--- src/rtl/zlbm_pkg.sv ---
// ============================================================================
// Zoned log bucket mapper package
// Shared widths, limits, operation and status codes and register indexes.
// ============================================================================
package zlbm_pkg;

    localparam int ADDR_W   = 48;   // byte address width
    localparam int SLOT_W   = 26;   // global slot index width
    localparam int BPU_W    = 17;   // slots per zone, up to 65536
    localparam int UNIT_W   = 10;   // zone pointer width
    localparam int NUNIT_W  = 11;   // zone count width
    localparam int BID_W    = 16;   // bucket id width
    localparam int REGIDX_W = 3;
    localparam int CFG_W    = 48;

    localparam int MAX_BUCKETS        = 65536;
    localparam int MAX_UNITS          = 1024;
    localparam int MAX_SLOTS_PER_UNIT = 65536;

    // Operation kinds carried on the input tuser.
    localparam logic [1:0] KIND_WRITE = 2'd0;
    localparam logic [1:0] KIND_READ  = 2'd1;
    localparam logic [1:0] KIND_ERASE = 2'd2;
    localparam logic [1:0] KIND_SCAN  = 2'd3;

    // Result status codes.
    localparam logic [1:0] STAT_OK       = 2'd0;
    localparam logic [1:0] STAT_FULL     = 2'd1;
    localparam logic [1:0] STAT_UNMAPPED = 2'd2;
    localparam logic [1:0] STAT_NOTFOUND = 2'd3;

    // Configuration register indexes.
    localparam logic [REGIDX_W-1:0] REG_NUM_UNITS  = 3'd0;
    localparam logic [REGIDX_W-1:0] REG_BPU        = 3'd1;
    localparam logic [REGIDX_W-1:0] REG_BUCKET_B   = 3'd2;
    localparam logic [REGIDX_W-1:0] REG_ZONE_B     = 3'd3;
    localparam logic [REGIDX_W-1:0] REG_BASE       = 3'd4;
    localparam logic [REGIDX_W-1:0] REG_THRESHOLD  = 3'd5;
    localparam logic [REGIDX_W-1:0] REG_IN_USE     = 3'd6;

    // Map entry: valid bit on top of the slot index.
    localparam int MAP_W = SLOT_W + 1;

endpackage

--- src/rtl/zlbm_div.sv ---
// ============================================================================
// Slot index divider
// Restoring divider, one quotient bit per cycle, splits a slot index into
// zone number and offset within the zone.
// ============================================================================
module zlbm_div (
    input  logic                        clk,
    input  logic                        rst_n,
    input  logic                        start,
    input  logic [zlbm_pkg::SLOT_W-1:0] dividend,
    input  logic [zlbm_pkg::BPU_W-1:0]  divisor,
    output logic                        done,
    output logic [zlbm_pkg::SLOT_W-1:0] quotient,
    output logic [zlbm_pkg::BPU_W-1:0]  remainder
);

    localparam int CNT_W = $clog2(zlbm_pkg::SLOT_W);

    logic                        busy_reg, busy_next;
    logic                        done_reg, done_next;
    logic [CNT_W-1:0]            cnt_reg, cnt_next;
    logic [zlbm_pkg::SLOT_W-1:0] q_reg, q_next;
    logic [zlbm_pkg::BPU_W-1:0]  r_reg, r_next;
    logic [zlbm_pkg::BPU_W:0]    trial;
    logic [zlbm_pkg::BPU_W:0]    diff;
    logic                        ge;

    assign trial = {r_reg, q_reg[zlbm_pkg::SLOT_W-1]};
    assign ge    = trial >= {1'b0, divisor};
    assign diff  = trial - {1'b0, divisor};

    always_comb
    begin
        busy_next = busy_reg;
        done_next = 1'b0;
        cnt_next  = cnt_reg;
        q_next    = q_reg;
        r_next    = r_reg;
        if (start)
        begin
            busy_next = 1'b1;
            cnt_next  = CNT_W'(zlbm_pkg::SLOT_W - 1);
            q_next    = dividend;
            r_next    = '0;
        end
        else if (busy_reg)
        begin
            r_next = ge ? diff[zlbm_pkg::BPU_W-1:0] : trial[zlbm_pkg::BPU_W-1:0];
            q_next = {q_reg[zlbm_pkg::SLOT_W-2:0], ge};
            if (cnt_reg == '0)
            begin
                busy_next = 1'b0;
                done_next = 1'b1;
            end
            else
            begin
                cnt_next = cnt_reg - 1'b1;
            end
        end
    end

    always_ff @(posedge clk or negedge rst_n)
    begin
        if (!rst_n)
        begin
            busy_reg <= 1'b0;
            done_reg <= 1'b0;
            cnt_reg  <= '0;
        end
        else
        begin
            busy_reg <= busy_next;
            done_reg <= done_next;
            cnt_reg  <= cnt_next;
        end
    end

    always_ff @(posedge clk)
    begin
        q_reg <= q_next;
        r_reg <= r_next;
    end

    assign done      = done_reg;
    assign quotient  = q_reg;
    assign remainder = r_reg;

endmodule

--- config.mk ---
export PLATFORM = sky130hd
export DESIGN_NAME = zlbm_div
export DESIGN_NICKNAME = d
export VERILOG_FILES = /design/src/rtl/zlbm_pkg.sv /design/src/rtl/zlbm_div.sv
export SDC_FILE = /design/constraint.sdc
export NUM_CORES = 1
export LEC_CHECK = 0
export BUFFER_PORTS_ARGS = -buffer_cell sky130_fd_sc_hd__buf_4
export CAP_MARGIN = 20
export CELL_PAD_IN_SITES_DETAIL_PLACEMENT = 0
export CELL_PAD_IN_SITES_GLOBAL_PLACEMENT = 1
export CORE_UTILIZATION = 44
export CTS_BUF_LIST = sky130_fd_sc_hd__clkbuf_4
export CTS_CLUSTER_DIAMETER = 30
export DETAILED_ROUTE_END_ITERATION = 10
export PLACE_DENSITY_LB_ADDON = 0.1
export SYNTH_ARGS = -nofsm -noshare
export SYNTH_HDL_FRONTEND = slang
export SYNTH_SLANG_ARGS = --single-unit
--- constraint.sdc ---
create_clock -name clk -period 4.44 [get_ports clk]
set_input_delay 0.444 -clock clk [delete_from_list [all_inputs] [get_ports clk]]
set_output_delay 0.444 -clock clk [all_outputs]
set_load 0.005 [all_outputs]
==> Word-level counts from Yosys, hierarchy flattened <==
Index checks and enable logic that the tools add are counted.
{ "classes": {"n_addsub": 2, "magnitude_cmp": 1, "eq_ne": 1, "muxes": 12, "reduce_logical": 3} }
{ "ops": {"columns": ["operator", "count"], "rows": [
  ["$mux W26", 2],
  ["$ge A18 B17 Y1", 1],
  ["$mux W17", 1],
  ["$sub A17 B17 Y17", 1],
  ["$mux W5", 3],
  ["$mux W1", 6],
  ["$logic_not A5 Y1", 1],
  ["$sub A5 B1 Y5 const B", 1],
  ["$ne A2 B2 Y1 const B", 1],
  ["$reduce_and A2 Y1", 1],
  ["$reduce_bool A2 Y1", 1]
]} }
{ "word_totals": {"ff_bits": 50, "in_bits": 46, "out_inout_bits": 44, "word_cells": 24} }

==> Logic depth before layout (Yosys ltp) <==
Gate-level depths: netlist of the first run.
{ "depth": {"word_depth": 4, "mapped_depth": 12, "depth_no_buf": 11} }

==> Least setup slack after synthesis of the first run <==
Ideal clock, no wire load.
{ "synth_path": {"kind": "reg-to-reg", "start": "register q_reg, in the netlist quotient[25]", "end": "register q_reg, in the netlist quotient[0], data pin", "setup_time_ns": 0.260, "arrival_time_ns": 2.554, "required_ns": 4.180, "setup_slack_ns": 1.626, "path_stages_with_launch": 11, "path_buffers": 1, "synth_period_minus_slack_ns": 2.814, "path_cell_list": "edfxtp_1 inv_1 ha_1 inv_1 fa_1 a21o_1 a221o_1 a211oi_4 o31ai_4 buf_4 mux2_2"} }
{ "synth_between": {"elab_chain_cells": 3} }
{ "synth_rtl": {"columns": ["item", "line_no", "rtl"], "rows": [
  ["start: declaration", "zlbm_div.sv:22", "logic [zlbm_pkg::SLOT_W-1:0] q_reg, q_next;"],
  ["start signal: assignment", "zlbm_div.sv:80", "q_reg <= q_next;"],
  ["$ge A18 B17 Y1", "zlbm_div.sv:29", "assign ge = trial >= {1'b0, divisor};"],
  ["$mux W26", "zlbm_div.sv:46", "else if (busy_reg)"],
  ["$mux W26", "zlbm_div.sv:39", "if (start)"],
  ["named net q_next, one bit", "zlbm_div.sv:22", null]
]} }
The timed path passes the listed nets, and every way through them passes these cells. The select of a mux whose other input is x is not followed.
A chain may end at the register's enable or synchronous reset.

==> Worst setup path after layout of the first run <==
Ends and elaborated chain as after synthesis.

==> results of run 1 <==
-- power by group through the flow --
stage / combinational, mW / clock [mW] / sequential [mW]
4_1_cts: 1.16 / 0.289 / 0.726
3_3_place_gp: 1.15 / 0 / 0.734
6_report: 1.16 / 0.276 / 0.722
5_1_grt: 1.30 / 0.302 / 0.745
3_5_place_dp: 1.15 / 0 / 0.736
2_1_floorplan: 0.848 / 0 / 0.716
-- path summary, 6_finish.rpt --
check | endpoint | from | cells past startpoint | slack, ps
max | quotient[0] | quotient[25] | 10 | 1440
min | quotient[22] | dividend[22] | 2 | 360
max reg2reg | quotient[0] | quotient[25] | 10 | 1440
min reg2reg | remainder[16] | remainder[16] | 2 | 510
max in group asynchronous | cnt_reg[1] | rst_n | 2 | 3930
min in group asynchronous | busy_reg | rst_n | 2 | 390
-- synthesized netlist by cell type (2+ instances only) --
master	number
mux2i_1	8
nor3_1	2
dfxtp_1	17
xor2_1	6
a21oi_1	19
nor4_1	3
nand4_1	3
edfxtp_1	26
o21a_1	3
o211ai_1	4
a211oi_1	14
o21ba_2	2
nand3_1	5
inv_1	27
clkbuf_1	8
ha_1	19
a21o_1	6
o311a_1	3
mux2_2	26
or2_2	2
o21ai_0	10
xnor2_1	9
a31oi_1	2
nand2_1	19
nor2_1	26
buf_1	2
nand2b_1	5
dfrtp_1	7
nor2b_1	3
-- worst max-delay path, delay by kind of cell, from the launching register on --
family / cells / cell delay (ps)
mux: 1 / 280
compound gates: 4 / 1130
flops: 1 / 440
fa+ha+maj: 2 / 540
buf+inv: 3 / 380
-- per-layer routing --
metal  track usage (%)  vias to the layer above  part of all wire, %
li1                  -                     1300                    -
met1             26.76                     1196                   47
met2             32.40                       55                   48
met3             3.810                        5                  3.8
met4             5.303                        0                 0.93
met5                 0                        -                    0
-- metrics by stage --
step                area, um2  instances  power [mW]
floorplan                3146        312       1.565
global placement         3860        483       1.883
detailed placement       3860        483       1.887
CTS                      3950        492       2.175
global route             3978        493       2.348
finish                   3978        493       2.155
-- cells by family (layout without fill, tap and decap cells) --
group | count (synthesis) | count (layout) | share of synthesized area [%]
buf+inv | 43 | 128 | 5.927
fa+ha+maj | 20 | 20 | 8.194
mux | 34 | 34 | 11.85
flops | 50 | 50 | 41.21
xor+xnor | 15 | 15 | 4.177
simple gates | 74 | 74 | 11.42
compound gates | 76 | 76 | 17.22
-- area by class of cell --
| type | count | area, um2 | share of cell area, % |
|---|---|---|---|
| multi-input combinational | 219 | 1663 | 41.81 |
| sequential | 50 | 1296 | 32.59 |
| timing repair buffer | 92 | 713.2 | 17.93 |
| tap | 96 | 120.1 | 3.020 |
| inverter | 28 | 105.1 | 2.642 |
| clock inverter | 3 | 42.54 | 1.070 |
| clock buffer | 5 | 37.54 | 0.9437 |
==> flow_summary.yaml, run 1 <==
logic_synthesis:
  ys_warn_count: 0
  synth.largest_area_cell: "edfxtp_1"
  seq_area_frac_synth_pct: 41.21
  postSynthAreaPerCell_um2: 10.08
  synth-seq-cells: 50
  async_flop_share_pct: 14.00
  syn_nets: 378
  syn_inst: 312
  yosys.cell_types.count: 55
  synthFlopType: "edfxtp_1"
  synth_area_leaders: "edfxtp_1 (25%), dfxtp_1 (11%), mux2_2 (9.3%)"
  syn_area_um2: 3146
  synth-edff-count: 26
  synth.top_cell.area_share_pct: 24.82
run_status:
  status: "complete, no violations"
detailed_routing:
  ant_nets: 0
  vias_per_cell: 5.185
  detailedRoute.firstIterationViolations: 114
  routedWlPerCell_um: 14.36
  drc: 0
  drt_first_pass_iters: 4
  vias: 2556
  drt-total-wl_um: 7080
pwr:
  seq_power_share_pct: 33.5
  sw_frac_of_total_pct: 39.35
  p_leak_nw: 1.782
  p_comb_share_pct: 53.7
  p_sw_uw: 848.0
  powerDensity_nw_per_um2: 541.7
  ir_worst_vdd_mv: 0.2930
  internal_power_mw: 1.307
  clock_power_share_pct: 12.8
placed_design:
  gp_congestion: 0.8733
  dp_hpwl_um: 5092
  dp_slack_ps: 1381
  port_buffers: 89
cts:
  htree_levels: 2
  cts_tree: "yes"
  cts_sinks: 50
  cts-buffers-inserted: 5
  clk_pin_slew_ps: 150
  cts_setup_buffers: 0
  ctsResizeCount: 0
  root_buffer: "clkbuf_4"
  ctsHoldBuffers: 1
  clockBufferDepth: 2
  clk-insertion-delay-late_ps: 370
final_layout:
  drive_gt1_share_pct: 33.25
  area_growth_pct: 26.45
  num-fill-cells: 644
  nets: 462
  final_common_cell: "buf_4"
  largest_reg_flops: 26
  final_cell_mix: "buf_4 (90), inv_1 (27), mux2_2 (26), nor2_1 (26), edfxtp_1 (26)"
  n_antenna_cell: 0
  post-route-util_pct: 58.22
timing:
  period_minus_slack_ps: 3000
  fin_ws_ps: 1440
  tns_ps: 0
  fmax_mhz: 333.3
  tightest_slew_ps: 629.7
  finClkSkew_ps: 5.487
  relSlewSlack_pct: 58.02
  hold_slack_ps: 361.6
  hold_viol: 0
  period_share_pct: 67.57
  setup_violations: 0
  rsz0062_at_grt: "no"
  drv_slew: 0
global_routing:
  grt_max_degree: 50
  grt_pass1_wl_um: 11590
  grtUsageTotal_pct: 19.76
  grt_pass1_vias: 2471
  grt_overflow: 0
  antenna_found_initial: 0
worst_setup_path:
  end_kind: "flop"
  path_cells: "inv_1 -> ha_1 -> inv_1 -> fa_1 -> a21o_1 -> a221o_1 -> a211oi_4 -> o31ai_4 -> buf_4 -> mux2_2"
  cp.required_ps: 4590
  max_stage_delay_ps: 440
  cp_max_fo: 24
  crit_slowest_cell: "edfxtp_1"
  startpoint_type: "flop"
  crit_path_frequent_cell: "inv_1"
  path_class: "reg2reg"
  worstPathArrival_ps: 3150
floorplan:
  io_pins: 90
  initial_utilization_pct: 46.04
  die_h_um: 86.55
  dieArea_um2: 7491
  die_x_um: 86.55
  fp-row-count: 30
  coreArea_um2: 6832
job:
  maxCapViolCount: 0
hold_path:
  hp-class: "in2reg"
(Power assumes the default switching activity.)
==> inputs of run 2 (changes only) <==
Settings changed: CORE_UTILIZATION 44 to 41.
Clock period 4.44 ns to 2.9 ns, I/O delays scaled along.
==> run 2 against run 1 <==
Wire length rose by 4.0%. First-iteration DRC count fell by 50%. Cell count rose by 2.2%. Clock skew rose by 6.6 ps. Non-clock buffer count rose by 8. Global-route usage fell by 0.98 points. Sequential power rose by 52%. Die area rose by 7.1%. Flip-flop and latch count did not move. Critical path depth did not move. Utilization fell by 3.0 points. Setup slack got worse by 1300 ps. Critical endpoint unchanged. Largest cell class unchanged. Largest power group unchanged.
==> flow_summary.yaml, run 2 (synthesis results as in run 1) <==
run_status:
  status: "complete, no violations"
placed_design:
  port_buffers: 89
  gp_congestion: 0.7827
  dp.cells: 495
  dp_hpwl_um: 5496
cts:
  cts_sinks: 50
  cts_tree: "yes"
  cts-buffers-inserted: 5
  root_buffer: "clkbuf_4"
  clk-insertion-delay-late_ps: 390
  htree_levels: 2
  clockBufferDepth: 2
  ctsResizeCount: 0
  clk_pin_slew_ps: 170
hold_path:
  hp-class: "in2reg"
final_layout:
  final_cell_mix: "buf_4 (97), inv_1 (27), mux2_2 (26), nor2_1 (26), edfxtp_1 (26)"
  drive_gt1_share_pct: 34.81
  largest_reg_flops: 26
  area_growth_pct: 28.68
  nets: 470
  final_common_cell: "buf_4"
  n_antenna_cell: 0
  instances_no_fill: 504
detailed_routing:
  drt_first_pass_iters: 4
  drt-total-wl_um: 7362
  routedWlPerCell_um: 14.61
  detailedRoute.firstIterationViolations: 57
  ant_nets: 0
  drc: 0
  vias_per_cell: 5.054
  vias: 2547
worst_setup_path:
  cp_max_fo: 15
  startpoint_type: "flop"
  ff2ff_setup_slack_ps: 170
  path_class: "reg2reg"
  crit_path_frequent_cell: "inv_1"
  crit_slowest_cell: "edfxtp_1"
  end_kind: "flop"
  path_cells: "inv_1 -> ha_1 -> inv_1 -> fa_1 -> a21o_1 -> a221o_1 -> a211oi_4 -> o31ai_4 -> buf_12 -> mux2_2"
  worstPathArrival_ps: 2900
  cp.required_ps: 3070
  max_stage_delay_ps: 420
global_routing:
  grtUsageTotal_pct: 18.79
  grt_pass1_wl_um: 11430
  antenna_found_initial: 0
  grt_max_degree: 33
  grt_overflow: 0
  grt_pass1_vias: 2355
floorplan:
  coreArea_um2: 7331
  io_pins: 90
  initial_utilization_pct: 42.91
  die_h_um: 89.59
  fp-row-count: 31
  die_x_um: 89.59
  dieArea_um2: 8026
timing:
  relSlewSlack_pct: 67.65
  finClkSkew_ps: 12.13
  tns_ps: 0
  period_share_pct: 94.00
  hold_viol: 0
  period_minus_slack_ps: 2726
  tightest_slew_ps: 485.2
  drv_slew: 0
  fmax_mhz: 366.8
  rsz0062_at_grt: "no"
  setup_violations: 0
pwr:
  ir_worst_vdd_mv: 0.3661
  p_leak_nw: 1.821
  powerDensity_nw_per_um2: 850.8
job:
  maxCapViolCount: 0
## run 2: cell count changes in the layout (fill, tap and decap cells not counted), sizes merged
cell | previous run | this run
buf | 91 | 99
## run 2: metrics by stage
step	instance area (um2)	power, mW	util, %	hold WS (ps)	setup WS, ps
2_1_floorplan	3146	2.395	-	-5.591	86.48
3_3_place_gp	3956	3.006	53.97	107.2	202.2
3_5_place_dp	3956	3.019	53.97	110.8	149.6
4_1_cts	4048	3.472	55.21	178.1	117.5
5_1_grt	4048	3.721	55.21	179.8	25.75
6_report	4048	3.444	55.21	189.5	174.0
## run 2: timing repair
item | CTS | global route
buffers inserted | 0 | 0
setup endpoints to repair | 0 | 1
endpoints found under the hold margin | 7 | 0
hold buffers | 1 | 0
## run 2: layer usage
metal	part of all wire [%]	vias up	GRT usage, %
li1	-	1313	-
met5	0	-	0
met4	1.0	0	4.762
met1	50	1175	28.31
met2	45	52	27.41
met3	4.5	7	3.748
## run 2: final timing paths
path                       depth (start not counted)       endpoint           from
max                                               10    quotient[0]   quotient[25]
min                                                2   quotient[22]   dividend[22]
max reg2reg                                       10    quotient[0]   quotient[25]
min reg2reg                                        2  remainder[16]  remainder[16]
max in group asynchronous                          2     cnt_reg[1]          rst_n
min in group asynchronous                          2     cnt_reg[4]          rst_n
## run 2: power by group
part / internal [mW] / total [mW] / switching [mW]
Clock: 0.184 / 0.439 / 0.255
Sequential: 0.936 / 1.10 / 0.164
Combinational: 0.990 / 1.91 / 0.916
## run 2: worst max-delay path: cells and delay by family (launching register included)
kind                     cells  cell delay [ps]
flip-flops                   1              420
multiplexers                 1              250
adder cells (fa/ha/maj)      2              550
buffers and inverters        3              280
AO/OA/AOI/OAI                4             1010
## run 2: area by class of cell
class                           instances  area (um2)
Tap cell                               99       123.9
Clock buffer                            5       37.54
Multi-Input combinational cell        219        1663
Timing Repair Buffer                  100       778.2
Fill cell                             687        3283
Clock inverter                          3       43.79
Sequential cell                        50        1296
Inverter                               28       105.1
==> inputs of run 3 (changes only) <==
Settings changed: BUFFER_PORTS_ARGS -buffer_cell sky130_fd_sc_hd__buf_4 to -buffer_cell sky130_fd_sc_hd__buf_2.
==> run 3 against run 2 <==
Cell count rose by 0.20%. Via count rose by 2.0%. Clock power fell by 22%. Hold slack improved by 20 ps. Utilization fell by 3.2 points. Setup slack got worse by 16 ps. Critical path depth did not move. Non-clock buffer count rose by 1. Critical path type unchanged. Critical endpoint unchanged.
==> flow_summary.yaml, run 3 (synthesis results as in run 1) <==
timing:
  drv_slew: 0
  period_minus_slack_ps: 2742
  hold_viol: 0
  fin_ws_ps: 157.7
  period_share_pct: 94.56
  hold_slack_ps: 209.1
  tns_ps: 0
  tightest_slew_ps: 574.7
  fmax_mhz: 364.7
  setup_violations: 0
  relSlewSlack_pct: 61.69
  finClkSkew_ps: 8.894
  rsz0062_at_grt: "no"
final_layout:
  nets: 471
  instances_no_fill: 505
  post-route-util_pct: 51.99
  final_cell_mix: "buf_2 (89), inv_1 (27), mux2_2 (26), nor2_1 (26), edfxtp_1 (26)"
  area_growth_pct: 21.16
  design_area_um2: 3811
  drive_gt1_share_pct: 34.98
  final_common_cell: "buf_2"
  largest_reg_flops: 26
  n_antenna_cell: 0
placed_design:
  dp_slack_ps: 144.1
  port_buffers: 89
  place_area_um2: 3734
  dp.cells: 495
  gp_congestion: 0.8056
  dp_hpwl_um: 5399
cts:
  clk-insertion-delay-late_ps: 370
  cts_tree: "yes"
  cts-buffers-inserted: 5
  clk_pin_slew_ps: 160
  htree_levels: 2
  root_buffer: "clkbuf_4"
  ctsResizeCount: 0
  clockBufferDepth: 2
  cts_sinks: 50
job:
  maxCapViolCount: 0
floorplan:
  io_pins: 90
  dieArea_um2: 8026
  fp-row-count: 31
  die_h_um: 89.59
  initial_utilization_pct: 42.91
  die_x_um: 89.59
  coreArea_um2: 7331
detailed_routing:
  vias_per_cell: 5.143
  top_layer: "met4"
  routedWlPerCell_um: 14.39
  vias: 2597
  route.met2.wl_um: 3224
  drt-total-wl_um: 7266
  met1_length_um: 3695
  drc: 0
  drt_first_pass_iters: 4
  ant_nets: 0
  wl_met3_um: 291
  detailedRoute.firstIterationViolations: 117
pwr:
  ir_worst_vdd_mv: 0.4082
  powerDensity_nw_per_um2: 853.0
  p_leak_nw: 1.744
  p_total_mw: 3.251
global_routing:
  antenna_found_initial: 0
  grt_overflow: 0
  grtUsageTotal_pct: 18.97
  grt_max_degree: 28
  grt_pass1_vias: 2390
  grt_pass1_wl_um: 11740
worst_setup_path:
  cp_max_fo: 15
  path_class: "reg2reg"
  cp.required_ps: 3040
  worstPathArrival_ps: 2880
  rr_worst_depth: 10
  startpoint_type: "flop"
  end_kind: "flop"
run_status:
  status: "complete, no violations"
hold_path:
  hold_depth: 2
  hp-class: "in2reg"
[run 3: power breakdown]
part           internal [mW]  switching [mW]  leakage (nW)  total, mW
clock network          0.105           0.240        0.0279      0.344
registers              0.936           0.157         0.495       1.09
logic                  0.898           0.915          1.22       1.81
[run 3: routing by layer]
metal | GRT usage, % | up-vias
li1 | - | 1314
met1 | 29.27 | 1229
met2 | 27.48 | 50
met3 | 3.565 | 4
met4 | 3.896 | 0
met5 | 0 | -
[run 3: worst paths after layout]
path / startpoint / to / slack, ps
max: quotient[25] / quotient[0] / 160
min: dividend[16] / quotient[16] / 210
max reg2reg: quotient[25] / quotient[0] / 160
min reg2reg: remainder[16] / remainder[16] / 520
max in group asynchronous: rst_n / busy_reg / 2470
min in group asynchronous: rst_n / cnt_reg[4] / 270
[run 3: worst max-delay path: stages (launching register included)]
cell and delay (ps):
edfxtp_1 420, inv_1 70, ha_1 140, inv_1 50
fa_1 400, a21o_1 220, a221o_1 370, a211oi_4 280
o31ai_4 130, buf_12 170, mux2_2 250
[run 3: cell type report]
class / count / area [um2]
fill: 703 / 3520
multi-input combinational: 219 / 1663
sequential: 50 / 1296
timing repair buffer: 101 / 563.0
tap: 99 / 123.9
inverter: 28 / 105.1
clock buffer: 6 / 45.04
clock inverter: 2 / 15.01
[run 3: what timing repair did]
item                                   CTS  global route
endpoints found under the hold margin    7             0
setup buffers                            0             1
hold buffers                             1             0
setup endpoints to repair                0             4
